`config.mk`:
```
export PLATFORM = sky130hd
export DESIGN_NAME = ggd_ram
export DESIGN_NICKNAME = d
export VERILOG_FILES = /design/src/sv/ggd_ram.sv
export SDC_FILE = /design/constraint.sdc
export NUM_CORES = 2
export LEC_CHECK = 0
export BUFFER_PORTS_ARGS = -buffer_cell sky130_fd_sc_hd__buf_2
export CAP_MARGIN = 20
export CELL_PAD_IN_SITES_DETAIL_PLACEMENT = 0
export CELL_PAD_IN_SITES_GLOBAL_PLACEMENT = 1
export CORE_MARGIN = 5
export CORE_UTILIZATION = 56
export CTS_CLUSTER_SIZE = 14
export DETAILED_ROUTE_END_ITERATION = 7
export GPL_TIMING_DRIVEN = 0
export PLACE_DENSITY_LB_ADDON = 0.25
export RECOVER_POWER = 100
export SLEW_MARGIN = 20
export SYNTH_ARGS = -nofsm -noshare
export SYNTH_HDL_FRONTEND = slang
export SYNTH_SLANG_ARGS = --single-unit
```
`constraint.sdc`:
```
create_clock -name clk -period 3.75 [get_ports clk]
set_clock_uncertainty 0.15 [all_clocks]
set_input_delay 0.75 -clock clk [delete_from_list [all_inputs] [get_ports clk]]
set_output_delay 0.75 -clock clk [all_outputs]
set_load 0.02 [all_outputs]
```
`src/sv/ggd_ram.sv`:
```
// ----------------------------------------------------------------------------
// ggd_ram: generic single-write, single-read RAM
// One write port and one read port with registered read data.
// ----------------------------------------------------------------------------
module ggd_ram #(
    parameter int WIDTH = 8,
    parameter int DEPTH = 256
) (
    input  logic                     clk,
    input  logic                     wr_en,
    input  logic [$clog2(DEPTH)-1:0] wr_addr,
    input  logic [WIDTH-1:0]         wr_data,
    input  logic                     rd_en,
    input  logic [$clog2(DEPTH)-1:0] rd_addr,
    output logic [WIDTH-1:0]         rd_data
);

    logic [WIDTH-1:0] mem [DEPTH];

    // write port
    always_ff @(posedge clk)
    begin
        if (wr_en)
        begin
            mem[wr_addr] <= wr_data;
        end
    end

    // registered read port
    always_ff @(posedge clk)
    begin
        if (rd_en)
        begin
            rd_data <= mem[rd_addr];
        end
    end

endmodule

```
# Word level (Yosys, flattened, before mapping)
# Memory sizes are Yosys's and may differ from the RTL's. A register that Yosys moved wholly into a read port is not among the register bits.
# Cells that the tools add are included.
dict set report word_totals {
  reg_bits 0
  ram_bits 2048
  input_bits 27
  out_inout_bits 8
  word_cells 3
  n_memories 1
}
# name words word_bits read_ports rd_clocked_by_memory_dff write_ports line_no
set memory_table {}
lappend memory_table {mem 256 8 1 1 1 18} ;# logic [WIDTH-1:0] mem [DEPTH];
dict set report op_classes {
  n_mux 2
}
# op n
set ops {}
lappend ops {{$mux 1} 2}

# Longest topological paths before layout
dict set report depth {
  depth_word 2
  ltp_mapped 11
  mapped_depth_nobuf 6
}

# Worst setup path after synthesis
# Ideal clock, no wire load.
dict set report synth_timing {
  path_kind {in2reg}
  startpoint {input port rd_addr[0]}
  endpoint {register rd_data[2], read port of mem (data pin)}
  setup_time_ns 0.269
  arrival_ns 2.557
  required_ns 3.331
  path_slack_ns 0.774
  stages 9
  n_path_buf 4
  cell_sequence {buf_6 -> buf_12 -> buf_8 -> buf_2 -> mux4_2 -> a22oi_1 -> a21oi_1 -> nor4_1 -> nor4_2}
}
# item line_no
set synth_rtl {}
lappend synth_rtl {{start, declared} 14} ;# input logic [$clog2(DEPTH)-1:0] rd_addr,
lappend synth_rtl {{end, declared} 15} ;# output logic [WIDTH-1:0] rd_data

# Worst setup path in the final report
dict set report layout_timing {
  startpoint {input port wr_addr[3]}
  endpoint {memory mem[211][4] (enable)}
}
# item line_no
set layout_rtl {}
lappend layout_rtl {{start, declared} 11} ;# input logic [$clog2(DEPTH)-1:0] wr_addr,
lappend layout_rtl {{end, declared} 18}
# No word-level cell before the write port.

==> flow_metrics.tcl <==
set metrics [dict create \
    die_x_um 387.1 \
    drive_gt1_share_pct 23.25 \
    grt_setup_unrepaired "true" \
    die_h_um 387.1 \
    viasPerCell 6.913 \
    cp-start-kind "input pin" \
    hp-class "in2reg" \
    synth.most_common_cell "edfxtp_1" \
    route.detailed.drc 1 \
    max_stage_delay_ns 0.88 \
    wire_per_inst_um 38.64 \
    min_period_over_period_pct 108.3 \
    cts_tree "done" \
    critPathSlowestCell "nor2_1" \
    status "finished, violations left" \
    syn_area_um2 79640 \
    power_density_nw_per_um2 531.0 \
    clk_latency_ns 0.86 \
    synth_edf_count 2056 \
    grt_use_total_pct 31.18 \
    worstSetupPathDepth 5 \
    htreeDepth 4 \
    cts_buffers 199 \
    cts_max_path_buffers 3 \
    finalSetupViolations 518 \
    ios 35 \
    die-area_um2 149900 \
    violations "design-rule violations, max-capacitance violations, max-slew violations, negative setup slack" \
    dominantRegCellSynth "edfxtp_1" \
    grt_pass1_vias 40330 \
    ys_seq_area_share_pct 77.53 \
    clock_sinks 2056 \
    cp-endpoint "mem[211][4]" \
    routed_wl_mm 234.0 \
    routabilityCongestion 1.001 \
    drv_cap 9 \
    crit_fanout 10 \
    crit_top_cell "nor2_1" \
    postCtsSetupBuffers 0 \
    async_reset_ff_share_pct 0 \
    crit_chain "clkbuf_1 -> nor2_1 -> nand4_1 -> clkbuf_2 -> nor2_1" \
    drt-pass1-iter-count 8 \
    power.leakage_nw 27.49 \
    synth.largest_area_cell "edfxtp_1" \
    synth_warnings 0 \
    syn_nets 3760 \
    num-nets-final 4019 \
    ys_ff_latch 2056 \
    timing.hold.ws_ns 0.1762 \
    arrival_ns 4.37 \
    worstPathRequired_ns 4.06 \
    num_vias 41860 \
    max_clock_freq_mhz 246.2 \
    place_hpwl_mm 159.1 \
    dp_cells 5681 \
    crit_start "wr_addr[3]" \
    worst_pin_slew_ns 3.851 \
    io_buffer_count 27 \
    synth.area.top_cells "edfxtp_1 78%, mux4_2 13%, mux2i_1 1.7%" \
    drv_slew 814 \
    grt_pass1_wl_mm 322.4 \
    hold_viol 0 \
    finish.utilization_pct 63.03 \
    crit_family "simple AND/OR/NAND/NOR gates" \
    drtIter0Drc 6852 \
    r2r_setup_slack_ns 0.61 \
    synthCells 3733 \
    synth_common_cells "2056 x edfxtp_1, 454 x mux4_2, 282 x nor2_1" \
    r2r_start "mem[24][5]" \
    synth_top_area_share_pct 77.53 \
    gr-total-overflow 0 \
    slew_headroom_pct -156.8 \
    finalSetupTns_ns -61.49 \
    yosysUniqueCellTypes 54 \
    synthToLayoutAreaGrowth_pct 11.93 \
    crit_buf_inv 2 \
    clockRootBuffer "clkbuf_16" \
    period_needed_ns 4.062 \
    clkTransAtPathRegs_ns 0.06 \
    ir_drop_mv 0.5389 \
    setup.worst_path.end_class "flop" \
    coreArea_um2 141400 \
    grt_start_max_net_pins 131 \
    reg2reg_depth 6 \
    initial_core_util_pct 56.31 \
    stdcell_count 6055 \
    reg2reg_to "rd_data[5]" \
    rows 138 \
    avgSynthCellArea_um2 21.33 \
    worstSetupPathType "in2reg" \
    ant_nets 0 \
    antenna_found_initial 19 \
    place_ws_ns -1.701 \
    fill_cells 9519 \
    worst_slack_ns -0.3125 \
]
registers in the layout, indices dropped and copies added, names as in the netlist:
register / flops
mem: 2048
rd_data: 8
cell type report:
class / count / area, um2 / share of cell area (%)
clock inverters: 117 / 1015 / 1.138
flip-flops and latches: 2056 / 61740 / 69.26
well taps: 1890 / 2365 / 2.653
diodes: 11 / 27.53 / 0.03088
multi-input cells: 1442 / 16710 / 18.74
clock buffers: 246 / 5156 / 5.785
repair buffers: 59 / 588.1 / 0.6597
inverters: 2 / 7.507 / 0.008422
plain buffers: 232 / 1531 / 1.718
cell families (layout without fill, tap and decap cells):
group	after synthesis	in the layout	share of synthesized area, %
AO/OA/AOI/OAI	385	385	3.416
buffers and inverters	235	656	1.829
flip-flops	2056	2056	77.53
multiplexers	591	591	14.60
other	0	11	0
AND/OR/NAND/NOR	466	466	2.625
metrics by stage:
step	cell area, um2	total power [mW]
CTS	89400	47.35
global route	89120	48.46
finish	89140	47.34
detailed placement	83050	28.52
global placement	82140	28.48
floorplan	79640	27.09
placed cells by master, fill, tap and decap left out, types with 14 or more instances in the layout:
master / count
edfxtp_1: 2056
mux4_2: 454
nor2_1: 270
clkbuf_16: 199
clkbuf_1: 134
mux2i_1: 134
a22oi_1: 133
a21oi_1: 96
buf_2: 51
clkinv_1: 50
o221ai_1: 46
clkbuf_2: 44
clkinv_2: 40
nand3_1: 34
nand2_1: 33
nor2b_1: 30
buf_4: 29
o22ai_1: 28
buf_6: 23
nor3_1: 22
nor4_2: 14
a211oi_1: 14
power breakdown:
part	total (mW)	switching [mW]	leakage (nW)	internal [mW]
logic	2.74	1.92	5.99	0.825
registers	25.4	0.0134	18.5	25.4
clock network	19.2	8.70	3.02	10.5
routing by layer:
metal,routed length [um],GRT usage [%]
met4,12270,13.86
met5,36,0
met1,85780,43.92
met3,30470,9.028
met2,105400,46.21
how the worst min path moves through the flow:
stage                     startpoint     endpoint  slack [ns]  cells after the start
final                          rd_en   rd_data[4]        0.18                      1
after global routing           rd_en   rd_data[5]        0.18                      1
after CTS                 wr_data[3]  mem[167][3]        0.05                      1
after detailed placement  wr_data[5]  mem[130][5]        0.80                      1
after global placement         rd_en   rd_data[5]        0.93                      1
after floorplan           wr_data[0]    mem[0][0]        0.70                      0
timing repair:
action                     in CTS  in global routing
gates resized for setup        39                 19
hold buffers                    1                  0
setup endpoints to repair       8                133
hold endpoints to repair        1                  0
No activity file was read; power rests on OpenSTA's default activity.
